$ cat src/hw/rtl/joint_velocity_scaler_assert.svh
// ============================================================================
// Joint velocity scaler assertion macros
// Short forms for clocked assertions with synchronous active-low reset.
// ============================================================================
`ifndef JOINT_VELOCITY_SCALER_ASSERT_SVH
`define JOINT_VELOCITY_SCALER_ASSERT_SVH

// Same-cycle implication
`define JVS_ASSERT_IMPL(lbl, clk, rst_n, ante, cons, msg) \
    lbl: assert property (@(posedge clk) disable iff (!(rst_n)) (ante) |-> (cons)) \
        else $error(msg);

// Next-cycle implication
`define JVS_ASSERT_NEXT(lbl, clk, rst_n, ante, cons, msg) \
    lbl: assert property (@(posedge clk) disable iff (!(rst_n)) (ante) |=> (cons)) \
        else $error(msg);

`endif

$ cat src/hw/rtl/jvs_pkg.sv
`timescale 1ns / 1ps
// ============================================================================
// jvs_pkg
// Shared widths, register indexes, reset values and bus types of the
// joint velocity scaler.
// ============================================================================
package jvs_pkg;

    localparam int NJ              = 6;   // joints
    localparam int ANGLE_W         = 16;  // Q4.12 angle / speed
    localparam int ERR_W           = ANGLE_W + 1;
    localparam int MAG_W           = ANGLE_W;     // |err| <= 65535
    localparam int SPD_CFG_W       = 15;  // max_speed, deadband
    localparam int SPEED_W         = 16;
    localparam int PROD_W          = MAG_W + SPD_CFG_W;
    localparam int QUO_W           = SPD_CFG_W;   // quotient <= max_speed if divisor > 0
    localparam int DIV_BITS_PER_STAGE = 3;
    localparam int DIV_STAGES      = (QUO_W + DIV_BITS_PER_STAGE - 1) / DIV_BITS_PER_STAGE;
    localparam int CFG_IDX_W       = 3;
    localparam int CFG_DATA_W      = ANGLE_W;

    // Reset values in Q.F, rounded, limited to the register range
    localparam int     ANGLE_FRAC_BITS = 12;
    localparam longint SPD_CFG_MAX     = (longint'(1) << SPD_CFG_W) - 1;
    localparam longint MAX_SPEED_RAW   = ((longint'(314) << ANGLE_FRAC_BITS) + 50) / 100;
    localparam longint DEADBAND_RAW    = ((longint'(2) << ANGLE_FRAC_BITS) + 50) / 100;
    localparam logic [SPD_CFG_W-1:0] MAX_SPEED_RST =
        (MAX_SPEED_RAW > SPD_CFG_MAX) ? SPD_CFG_W'(SPD_CFG_MAX) : SPD_CFG_W'(MAX_SPEED_RAW);
    localparam logic [SPD_CFG_W-1:0] DEADBAND_RST =
        (DEADBAND_RAW > SPD_CFG_MAX) ? SPD_CFG_W'(SPD_CFG_MAX) : SPD_CFG_W'(DEADBAND_RAW);

    // Register indexes
    typedef enum logic [CFG_IDX_W-1:0] {
        CFG_GOAL_ANGLE_0 = 3'd0,
        CFG_GOAL_ANGLE_1 = 3'd1,
        CFG_GOAL_ANGLE_2 = 3'd2,
        CFG_GOAL_ANGLE_3 = 3'd3,
        CFG_GOAL_ANGLE_4 = 3'd4,
        CFG_GOAL_ANGLE_5 = 3'd5,
        CFG_MAX_SPEED    = 3'd6,
        CFG_DEADBAND     = 3'd7
    } cfg_index_t;

    typedef logic [NJ-1:0][ANGLE_W-1:0] angle_vec_t;
    typedef logic [NJ-1:0][PROD_W-1:0]  rem_vec_t;
    typedef logic [NJ-1:0][QUO_W-1:0]   quo_vec_t;
    typedef logic [NJ-1:0][SPEED_W-1:0] speed_vec_t;

    typedef struct packed {
        angle_vec_t             goal;
        logic [SPD_CFG_W-1:0]   max_speed;
        logic [SPD_CFG_W-1:0]   deadband;
    } cfg_t;

    // Per-transaction control that rides along the divider
    typedef struct packed {
        logic [NJ-1:0]    live;     // |err| above deadband
        logic [NJ-1:0]    neg;      // error sign
        logic [MAG_W-1:0] divisor;  // largest |err|
    } div_ctl_t;

endpackage

$ cat src/hw/rtl/jvs_out.sv
`timescale 1ns / 1ps
// ============================================================================
// jvs_out
// Output register: restores the sign, applies the deadband and forms the
// all-stopped flag.
// ============================================================================
module jvs_out
    import jvs_pkg::*;
(
    input  logic       aclk,
    input  logic       aresetn,
    input  logic       adv,
    input  logic       in_valid,
    input  quo_vec_t   in_quo,
    input  div_ctl_t   in_ctl,
    output logic       out_valid,
    output speed_vec_t out_speed,
    output logic       out_all_stopped
);

    logic       valid_reg;
    speed_vec_t speed_reg;
    speed_vec_t speed_next;
    logic       stopped_reg;
    logic       stopped_next;

    // Quotient of a live joint never exceeds max_speed, so the 16-bit result needs no clamp
    always_comb begin
        stopped_next = 1'b1;
        for (int l = 0; l < NJ; l++) begin
            if (!in_ctl.live[l]) begin
                speed_next[l] = '0;
            end else if (in_ctl.neg[l]) begin
                speed_next[l] = SPEED_W'(0) - SPEED_W'(in_quo[l]);
            end else begin
                speed_next[l] = SPEED_W'(in_quo[l]);
            end
            if (speed_next[l] != '0) begin
                stopped_next = 1'b0;
            end
        end
    end

    always_ff @(posedge aclk) begin
        if (!aresetn) begin
            valid_reg <= 1'b0;
        end else if (adv) begin
            valid_reg <= in_valid;
        end
    end

    always_ff @(posedge aclk) begin
        if (adv) begin
            speed_reg   <= speed_next;
            stopped_reg <= stopped_next;
        end
    end

    assign out_valid       = valid_reg;
    assign out_speed       = speed_reg;
    assign out_all_stopped = stopped_reg;

endmodule

$ cat config.mk
export PLATFORM = sky130hd
export DESIGN_NAME = jvs_out
export DESIGN_NICKNAME = d
export VERILOG_FILES = /design/src/hw/rtl/joint_velocity_scaler_assert.svh /design/src/hw/rtl/jvs_pkg.sv /design/src/hw/rtl/jvs_out.sv
export SDC_FILE = /design/constraint.sdc
export NUM_CORES = 1
export LEC_CHECK = 0
export ABC_AREA = 1
export BUFFER_PORTS_ARGS = -buffer_cell sky130_fd_sc_hd__buf_2
export CAP_MARGIN = 20
export CORE_UTILIZATION = 47
export DETAILED_ROUTE_END_ITERATION = 7
export PLACE_DENSITY = 0.89
export SLEW_MARGIN = 25
export SYNTH_ARGS = -nofsm -noshare
export SYNTH_HDL_FRONTEND = slang
export SYNTH_SLANG_ARGS = --single-unit
$ cat constraint.sdc
create_clock -name aclk -period 1.4 [get_ports aclk]
set_input_delay 0.14 -clock aclk [delete_from_list [all_inputs] [get_ports aclk]]
set_output_delay 0.14 -clock aclk [all_outputs]
set_load 0.1 [all_outputs]
### After elaboration in Yosys (flattened, before gate mapping)

Index checks and enable logic that the tools add are counted.

| storage, ports and cells | value |
|---|---|
| register bits | 98 |
| input bits | 122 |

| cells by class | value |
|---|---|
| add/subtract/negate cells | 6 |
| multiplexer cells | 13 |
| reduce and logical (&&, ||, !) cells | 7 |

Operators by type and width:

| cell | count |
|---|---|
| $mux W16 | 12 |
| $reduce_bool A16 Y1 | 6 |
| $sub A1 B15 Y16 const A | 6 |
| $reduce_or A5 Y1 | 1 |
| $mux W1 | 1 |

### Logic depth before layout (Yosys ltp)

Gate-level depths: netlist of run 1.

| depth | value |
|---|---|
| word-level depth | 5 |
| depth in mapped cells | 16 |
| mapped depth without buffers | 16 |

### Worst setup path before layout of run 1

Ideal clock, no wire load.

| timing path | value |
|---|---|
| path kind | in2reg |
| start point | in in_quo[31] in the netlist's numbering |
| end point | reg stopped_reg, in the netlist out_all_stopped (data pin) |
| setup time | 0.251 ns |
| arrival time | 1.241 ns |
| data required time | 1.149 ns |
| path slack | -0.093 ns |
| stages | 15 |
| buffers on the path | 0 |
| cell sequence | inv_1 -> ha_1 -> inv_1 -> nor2_1 -> nand3_1 -> nand2_2 -> nand3_1 -> nand2_1 -> nand3_1 -> nand2_1 -> inv_1 -> nand2_1 -> nor2_1 -> nand3_1 -> nor2_1 |

| between the ends | value |
|---|---|
| longest elaborated chain between the ends | 5 |

RTL lines:

| what | RTL line | source |
|---|---|---|
| start: declaration | jvs_out.sv:14 | `input quo_vec_t in_quo,` |
| $sub A1 B15 Y16 | jvs_out.sv:34 | `speed_next[l] = SPEED_W'(0) - SPEED_W'(in_quo[l]);` |
| $mux W16 (*) | jvs_out.sv:33 | `end else if (in_ctl.neg[l]) begin` |
| $mux W16 (*) | jvs_out.sv:31 | `if (!in_ctl.live[l]) begin` |
| $reduce_bool A16 Y1 (*) | jvs_out.sv:38 | `if (speed_next[l] != '0) begin` |
| $reduce_or A5 Y1 (no line) (*) | n/a |  |
| end signal: assignment | jvs_out.sv:55 | `stopped_reg <= stopped_next;` |
| end: declaration | jvs_out.sv:24 | `logic stopped_reg;` |

Mark *: on every way between the ends. The rest lies on a longest branch, timed or not.
A chain may end at the register's enable or synchronous reset.

==> results.txt, run 1 <==
Power Dens Cells = 1010 nW/um^2
Ports = 220
EDFF count, synth = 97
Vias = 8126
Max-cap violations = 0
GRT Resource Usage Total = 29.5%
Sequential cell area fraction in the yosys report = 43.5%
Mux share of post-synthesis cell area = 0%
Most common cell in the synthesized netlist = nand2_1
Die height = 122 microns
Reg clk slew, reported paths = 70 ps
Layout cell share with drive strength beyond 1 = 40.4%
CP startpoint kind = input port
Setup violators final = 2
Hold Buf Count CTS = 0
CTS sink count = 98
Worst EP required = 1620 ps
Root Driver = clkbuf_16
Die ar. = 14800 sq um
Pre-CTS WS = -605 ps
Vias in the first global route = 7453
Final GP Congestion = 0.933
Final core utilization = 74.1%
GR peak layer = met2
CP arrival = 1720 ps
Top cells by count, synth = nand2_1, inv_1, nand3_1
Post-synthesis compound-gate area fraction = 1.91%
Initial Util = 48.4%
Simple-Gate Fraction of Synth Area = 39.4%
Async set-reset flop share out of synthesis = 0%
Slew headroom = 65.3%
Max Fclk = 669 MHz
Slew Limit Fails = 0
Post-Syn Instances = 974
CP endpoint kind = register
Largest family of logic cells by synthesized area = simple AND/OR/NAND/NOR gates
Avg Synthesized Cell Area = 6.93 sq um
CP Class = input port to register
TritonCTS clock tree = done
Worst Tran Pin Value = 524 ps
DP HPWL = 16.7 mm
Largest net degree at the start of global routing = 35
Largest fanout on the critical path = 2
#FFs+latches synth = 98
Post-DRT Antenna Nets = 0
Core Rows = 43
Post-Syn Area = 6750 sq um
Ys flop type = edfxtp_1
Post-synth top area cell = edfxtp_1
Setup slack after layout = -94.6 ps
Die width = 122 microns
Layout area overhead = 53.0%
Worst hold path type = input port to register
RSZ-0062 raised after global routing = yes
H-tree depth = 3
I/O Buffers = 203
Clk_lat worst skew = 350 ps
Detailed Routing Iterations Pass 1 = 5
CTS Buf Count = 9
M3 GR Usage = 5.85%
DRT iter0 DRCs = 782
GR Overflow Total = 0
Initial antenna violation count = 1
Synth cell types = 25
Met1 usage = 33.9%
WL final = 23.5 mm
Pwr Total = 10.4 mW
CTS max path bufs = 2
Synth Warn # = 0
Status = complete, but fails checks
Synth Area in XOR/XNOR = 0.130%
Via density = 5.22
Lkg Pwr = 5.69 nW
Avg WL per Cell = 15.1 microns
Final Cycle Share = 107%
Final Critical Period = 1490 ps
N_diodes = 0
Core Box Area = 13900 sq um
Synth top area cells = edfxtp_1, nand2_1, nand3_1
Failing checks = setup timing
Fin. Hold Viols = 0
Post-Syn Nets = 1102
VDD IR max = 0.000639 V
First-pass GRT wire length = 33.8 mm
Total Nets Final = 1500
# DRC = 0
Setup Skew = 0 ps
Post-Synth Adder-Cell Area = 1.11%
Yosys top cell area share = 43.2%
Global-route met2 utilization = 53.3%
[path summary, 6_finish.rpt]
kind               from            end  slack [ps]  depth (start not counted)
max          in_quo[16]  out_speed[18]         -90                         16
min            in_valid      out_valid          20                          3
max reg2reg   out_valid      out_valid         760                          2
min reg2reg   out_valid      out_valid         550                          2
[critical path, cell delays in order]
cell and delay [ps]:
buf_8 80, inv_4 40, ha_4 160, buf_6 120
inv_4 60, nand2_4 40, nand2_2 70, nand3_2 80
buf_4 140, buf_4 120, buf_4 120, buf_4 120
buf_4 120, buf_4 120, buf_4 120, inv_1 60
[final cells by class]
type                       count  area [sq um]
clock buffer                   9           225
clock inverter                 7          91.3
fill                        1001          3610
inverter                     216           855
multi-input combinational    638          3340
sequential                    98          2930
tap                          180           225
timing repair buffer         409          2660
[layout by cell type (no fill, tap or decap), types with 4 or more instances in the layout]
| cell type | Yosys | layout |
|---|---|---|
| nand3_1 | 185 | 156 |
| o21bai_1 | 4 | 4 |
| nand2_4 | 0 | 5 |
| ha_4 | 0 | 6 |
| edfxtp_1 | 97 | 97 |
| inv_4 | 0 | 7 |
| inv_1 | 216 | 197 |
| buf_6 | 1 | 7 |
| nand2_1 | 281 | 255 |
| buf_2 | 9 | 190 |
| nand4_1 | 15 | 15 |
| nand2_2 | 7 | 30 |
| nand3b_1 | 8 | 8 |
| a21oi_1 | 4 | 4 |
| buf_4 | 7 | 207 |
| o21ai_0 | 10 | 8 |
| nand3_2 | 3 | 29 |
| nor2_4 | 2 | 14 |
| clkbuf_16 | 0 | 9 |
| nor2_1 | 94 | 69 |
| inv_2 | 0 | 9 |
| nor2_2 | 11 | 24 |
[kinds of logic after synthesis]
group	after synthesis
AO/OA/AOI/OAI	22
XOR/XNOR	1
adder cells (fa/ha/maj)	6
buffers and inverters	240
flip-flops	98
AND/OR/NAND/NOR	607
[flip-flops by register name (all words and copies together) (netlist names)]
register	count
out_all_stopped	1
out_speed	96
out_valid	1
[power breakdown]
group          switching, mW  internal, mW  leakage [nW]
logic                   3.07          1.07          4.59
clock network           1.13          1.56         0.156
registers             0.0825          3.52         0.944
total                   4.28          6.15          5.69
[per-stage QoR]
step	TNS, ps	cell area, sq um	hold WS [ps]	std cells
after CTS	0	9990	13.1	1551
after detailed placement	-3260	9370	382	1522
after global routing	-332	10300	30.1	1557
after floorplan	-56.6	6820	233	974
final	-137	10300	21.0	1557
after global placement	-2040	9370	375	1522
[routing by layer]
metal,routed length [microns],part of all wire [%]
met1,8880,38
met2,11800,50
met3,2040,8.7
met4,732,3.1
met5,13,0.055
[what timing repair did]
item,in CTS,in global routing
endpoints found under the setup margin,1,2
pin swaps,26,46
cloned,2,0
buffers inserted,11,6
resized for setup,58,88
(Power assumes the default switching activity.)
==> inputs of run 2 (changes only) <==
- SETUP_SLACK_MARGIN: default -> 0.02
==> run 2 against run 1 <==
Effect of this change: die area unchanged; core utilization rose by 0.22 points; non-clock buffer count stayed put; the run still ends with setup timing left; critical path type unchanged; clock power barely moved.
==> results.txt, run 2 (synthesis results as in run 1) <==
Post-DRT Antenna Nets = 0 (unchanged)
Fin. Hold Viols = 0 (unchanged)
Lkg Pwr = 5.70 nW (was 5.69 nW)
Core Box Area = 13900 sq um (unchanged)
Die ar. = 14800 sq um (unchanged)
Worst path cell trace = buf_6, inv_6, ha_4, nand3_4, buf_6, nor2_4, nand2_2, o21ai_2, inv_1, nand2_1, nand3_2, nand2_2, nor2_4, nand3_2, nor2_2 (was buf_8, inv_4, ha_4, buf_6, inv_4, nand2_4, nand2_2, nand3_2, buf_4, buf_4, buf_4, buf_4, buf_4, buf_4, buf_4, inv_1)
CTS sink count = 98 (unchanged)
WL final = 23.5 mm (about the same)
Status = complete, but fails checks (unchanged)
Initial Util = 48.4% (unchanged)
Layout Cells excl Fill = 1557 (unchanged)
DP HPWL = 16.7 mm (unchanged)
Max FFs per register = 96 (unchanged)
Worst Tran Pin Value = 525 ps (was 524 ps)
Hold Buf Count CTS = 0 (unchanged)
TritonCTS clock tree = done (unchanged)
Vias in the first global route = 7432 (was 7453)
Layout area overhead = 53.5% (was 53.0%)
Dpl cell area = 9370 sq um (unchanged)
First-pass GRT wire length = 33.9 mm (was 33.8 mm)
Vias = 8060 (was 8126)
Ports = 220 (unchanged)
Worst hold path type = input port to register (unchanged)
Most frequent cells in the layout = nand2_1, buf_4, inv_1 (unchanged)
Die height = 122 microns (unchanged)
CP startpoint kind = input port (unchanged)
CTS max path bufs = 2 (unchanged)
Via density = 5.18 (was 5.22)
Max Fclk = 688 MHz (was 669 MHz)
Setup violators final = 1 (was 2)
Largest net degree at the start of global routing = 35 (unchanged)
Design area = 10400 sq um (was 10300 sq um)
Die width = 122 microns (unchanged)
I/O Buffers = 203 (unchanged)
Core Rows = 43 (unchanged)
Setup slack after layout = -52.5 ps (was -94.6 ps)
Slew headroom = 65.3% (about the same)
Slew Limit Fails = 0 (unchanged)
Final GP Congestion = 0.933 (unchanged)
Avg WL per Cell = 15.1 microns (about the same)
GR Overflow Total = 0 (unchanged)
Final Cycle Share = 104% (was 107%)
Critical path's top delay family = simple AND/OR/NAND/NOR gates (was buffers and inverters)
Buf/Inv on CP = 4 (was 12)
Failing checks = setup timing (unchanged)
CP arrival = 1560 ps (was 1720 ps)
RSZ-0062 raised after global routing = yes (unchanged)
Layout cell share with drive strength beyond 1 = 40.5% (was 40.4%)
Largest fanout on the critical path = 4 (was 2)
Initial antenna violation count = 1 (unchanged)
Reg clk slew, reported paths = 70 ps (about the same)
Pre-CTS WS = -605 ps (unchanged)
# DRC = 0 (unchanged)
Placed insts = 1522 (unchanged)
VDD IR max = 0.000640 V (was 0.000639 V)
CP endpoint kind = register (unchanged)
Max-cap violations = 0 (unchanged)
Register-to-Register Setup Slack = 760 ps (about the same)
Pwr Total = 10.4 mW (about the same)
Commonest non-fill, non-tap cell in the layout = nand2_1 (unchanged)
H-tree depth = 3 (unchanged)
N_diodes = 0 (unchanged)
Clk_lat worst skew = 350 ps (about the same)
GRT Resource Usage Total = 29.5% (about the same)
CP Class = input port to register (unchanged)
Root Driver = clkbuf_16 (unchanged)
Final Critical Period = 1450 ps (was 1490 ps)
Worst EP required = 1510 ps (was 1620 ps)
Slowest-stage cell, CP = ha_4 (unchanged)
CTS Buf Count = 9 (unchanged)
Power Dens Cells = 1010 nW/um^2 (about the same)
Total Nets Final = 1500 (unchanged)
DRT iter0 DRCs = 901 (was 782)
Setup Skew = 0 ps (unchanged)
Crit-path max cell delay = 150 ps (was 160 ps)
Detailed Routing Iterations Pass 1 = 6 (was 5)
[run 2: cell counts in the layout (fill, tap and decap cells not counted)]
Identical to the previous run, type by type.
[run 2: what timing repair did]
action / 4_1_cts / 5_1_grt
gates cloned: 2 / 0
setup buffers: 11 / 7
gates resized for setup: 63 / 93
endpoints found under the setup margin: 1 / 2
pin swaps: 29 / 53
[run 2: per-stage QoR]
step                      TNS, ps  util (%)  hold slack, ps
final                       -52.5      74.3            19.6
after global routing         -205      74.3            30.9
after CTS                       0      71.7            13.1
after detailed placement    -3260      67.2             382
after global placement      -2040      67.2             375
after floorplan             -56.6         -             233
[run 2: final timing paths]
| path | startpoint | to | cells after the start |
|---|---|---|---|
| max reg2reg | out_valid | out_valid | 2 |
| min reg2reg | out_valid | out_valid | 2 |
| min | in_valid | out_valid | 3 |
| max | in_quo[0] | out_all_stopped | 15 |
[run 2: area by class of cell]
cell class | count | area (sq um)
Multi-Input combinational cell | 638 | 3350
Clock buffer | 9 | 225
Clock inverter | 7 | 91.3
Fill cell | 994 | 3570
Inverter | 216 | 865
Tap cell | 180 | 225
Timing Repair Buffer | 409 | 2670
Sequential cell | 98 | 2930
[run 2: worst reg2reg max path, cell delays in order, from the launching register on]
cell and delay, ps:
dfxtp_1 310, o21ai_0 170, a21oi_1 60
[run 2: power breakdown]
group | internal (mW) | switching [mW]
Clock | 1.56 | 1.12
Combinational | 1.07 | 3.08
Sequential | 3.52 | 0.0810
[run 2: layer usage]
layer  share of wire [%]  track usage [%]  routed length [microns]
met1                  38             34.2                     8970
met2                  50             53.7                    11800
met3                 8.1             5.43                     1910
met4                 3.4             11.0                      797
met5               0.068                0                       16
==> inputs of run 3 (changes only) <==
- CORE_MARGIN: default -> 1.5
- CORE_UTILIZATION: 47 -> 38
- PLACE_DENSITY: 0.89 -> 0.76
==> run 3 against run 2 <==
Effect of this change: the flow still finishes with violations (setup timing); via count shrank 1.4%; sequential power is essentially flat; flip-flop and latch count is the same; global-route usage shrank 7.3 points; count of clock-buffer cells in the layout grew 2; design area grew 4.0%; routed wire length shrank 3.9%; first-iteration DRC count shrank 45%.
==> results.txt, run 3 (synthesis results as in run 1) <==
Comb power frac = 40.2% (was 39.7%)
Dpl cell area = 9570 sq um (was 9370 sq um)
Post-DRT Antenna Nets = 0 (unchanged)
Core Box Area = 17300 sq um (was 13900 sq um)
Status = complete, but fails checks (unchanged)
Core Rows = 48 (was 43)
Max Fclk = 705 MHz (was 688 MHz)
I/O Buffers = 203 (unchanged)
Layout area overhead = 59.6% (was 53.5%)
DRT iter0 DRCs = 500 (was 901)
Worst Tran Pin Value = 615 ps (was 525 ps)
Detailed Routing Iterations Pass 1 = 5 (was 6)
DP HPWL = 16.4 mm (was 16.7 mm)
Worst R2R Path Depth = 2 (unchanged)
First-pass GRT wire length = 32.1 mm (was 33.9 mm)
Hold Buf Count CTS = 0 (unchanged)
Fin. Hold Viols = 0 (unchanged)
Hold Crit Start = in_valid (unchanged)
GR Overflow Total = 0 (unchanged)
Layout cell share with drive strength beyond 1 = 44.1% (was 40.5%)
H-tree depth = 3 (unchanged)
Via density = 4.89 (was 5.18)
Die ar. = 18600 sq um (was 14800 sq um)
Setup_tns = -19.2 ps (was -52.5 ps)
Crit-path max cell delay = 150 ps (about the same)
CTS sink count = 98 (unchanged)
Max-cap violations = 0 (unchanged)
VDD IR max = 0.000697 V (was 0.000640 V)
Worst path cell trace = buf_8, buf_4, nor2_4, nand2_4, nor2_4, nand2_2, nand3_2, nand2_1, inv_1, nand2_2, nor2_4, nand2_1, nor2_1, nand3_2, nor2_2 (was buf_6, inv_6, ha_4, nand3_4, buf_6, nor2_4, nand2_2, o21ai_2, inv_1, nand2_1, nand3_2, nand2_2, nor2_4, nand3_2, nor2_2)
Slew headroom = 58.6% (was 65.3%)
Final core utilization = 62.3% (was 74.3%)
Die width = 136 microns (was 122 microns)
Clk_lat worst skew = 350 ps (about the same)
Sw Ratio = 40.7% (was 41.0%)
CP arrival = 1630 ps (was 1560 ps)
TritonCTS clock tree = done (unchanged)
CP Class = input port to register (unchanged)
Most frequent cells in the layout = nand2_1, buf_4, inv_1 (unchanged)
CP endpoint kind = register (unchanged)
Sw power = 4.27 mW (was 4.28 mW)
Failing checks = setup timing (unchanged)
Setup violators final = 1 (unchanged)
Setup slack after layout = -19.2 ps (was -52.5 ps)
CTS Buf Count = 9 (unchanged)
Worst Hold Slack = 18.6 ps (was 19.6 ps)
Reg2Reg Launch Point = out_valid (unchanged)
WL final = 22.6 mm (was 23.5 mm)
Pwr Total = 10.5 mW (was 10.4 mW)
Worst EP required = 1620 ps (was 1510 ps)
Root Driver = clkbuf_16 (unchanged)
Largest fanout on the critical path = 4 (unchanged)
Commonest non-fill, non-tap cell in the layout = nand2_1 (unchanged)
Slew Limit Fails = 0 (unchanged)
Die height = 136 microns (was 122 microns)
Vias in the first global route = 7000 (was 7432)
Design area = 10800 sq um (was 10400 sq um)
Ports = 220 (unchanged)
Largest net degree at the start of global routing = 63 (was 35)
Register-to-Register Setup Slack = 760 ps (about the same)
Lkg Pwr = 5.84 nW (was 5.70 nW)
Final Cycle Share = 101% (was 104%)
Reg clk slew, reported paths = 70 ps (about the same)
Seq pwr share = 34.3% (was 34.5%)
CTS max path bufs = 2 (unchanged)
Clk pwr share = 25.6% (was 25.7%)
Vias = 7949 (was 8060)
CP startpoint kind = input port (unchanged)
Max FFs per register = 96 (unchanged)
Hold Path End = out_valid (unchanged)
Worst setup path startpoint = in_quo[76] (was in_quo[0])
# DRC = 0 (unchanged)
Fill cell count = 1432 (was 994)
Slowest-stage cell, CP = nor2_4 (was ha_4)
Final Critical Period = 1420 ps (was 1450 ps)
Most used cell, CP = nor2_4
Final GP Congestion = 0.913 (was 0.933)
Initial Util = 39.0% (was 48.4%)
Internal Power = 6.22 mW (was 6.15 mW)
Worst hold path type = input port to register (unchanged)
Avg WL per Cell = 13.9 microns (was 15.1 microns)
RSZ-0062 raised after global routing = yes (unchanged)
Power Dens Cells = 973 nW/um^2 (was 1010 nW/um^2)
WHS Path Cells = 3 (unchanged)
Total Nets Final = 1523 (was 1500)
R2R Path End = out_valid (unchanged)
GRT Resource Usage Total = 22.3% (was 29.5%)
Initial antenna violation count = 2 (was 1)
Setup Skew = 0 ps (unchanged)
run 3: changes by cell type in the layout (fill, tap and decap cells not counted), sizes merged:
cell	change
clkinvlp	-1
clkbuf	+3
clkinv	-1
buf	+22
diode	+1
run 3: cell type report:
class	instances	area [sq um]	share of cell area [%]
multi-input combinational	638	3530	32.8
clock buffer	11	233	2.16
tap	225	282	2.61
antenna	1	2.50	0.0232
clock inverter	5	78.8	0.732
inverter	216	865	8.02
sequential	98	2930	27.2
timing repair buffer	432	2850	26.5
run 3: how the worst max path moves through the flow:
stage | to | slack [ps] | cells after the start
floorplan | out_all_stopped | -60 | 16
global placement | out_all_stopped | -500 | 13
detailed placement | out_all_stopped | -550 | 13
CTS | out_all_stopped | 20 | 14
global route | out_all_stopped | -120 | 15
finish | out_all_stopped | -20 | 15
run 3: repair_timing:
action,CTS,global route
buffers inserted,4,17
setup endpoints to repair,1,1
pin swaps,33,80
resized for setup,63,146
cloned,2,0
run 3: worst max-delay path, delay by kind of cell:
kind          cells  cell delay (ps)
buf+inv           3              330
simple gates     12             1170
run 3: power by group through the flow:
stage	combinational [mW]	sequential [mW]	clock, mW
after floorplan	0.813	5.49	0
after global placement	3.83	3.65	0
after detailed placement	3.87	3.65	0
after CTS	3.97	3.59	2.74
after global routing	4.45	3.61	2.83
final	4.21	3.59	2.68
run 3: routing by layer:
metal	vias up	GRT usage, %	part of all wire (%)
li1	3916	-	-
met1	3622	27.4	40
met2	361	38.4	49
met3	50	4.40	8.4
met4	0	8.22	2.7
met5	-	0	0
run 3: stage by stage:
stage	setup slack, ps	instances
4_1_cts	20.7	1609
3_5_place_dp	-553	1587
5_1_grt	-117	1625
2_1_floorplan	-56.6	974
6_report	-19.2	1626
3_3_place_gp	-499	1587
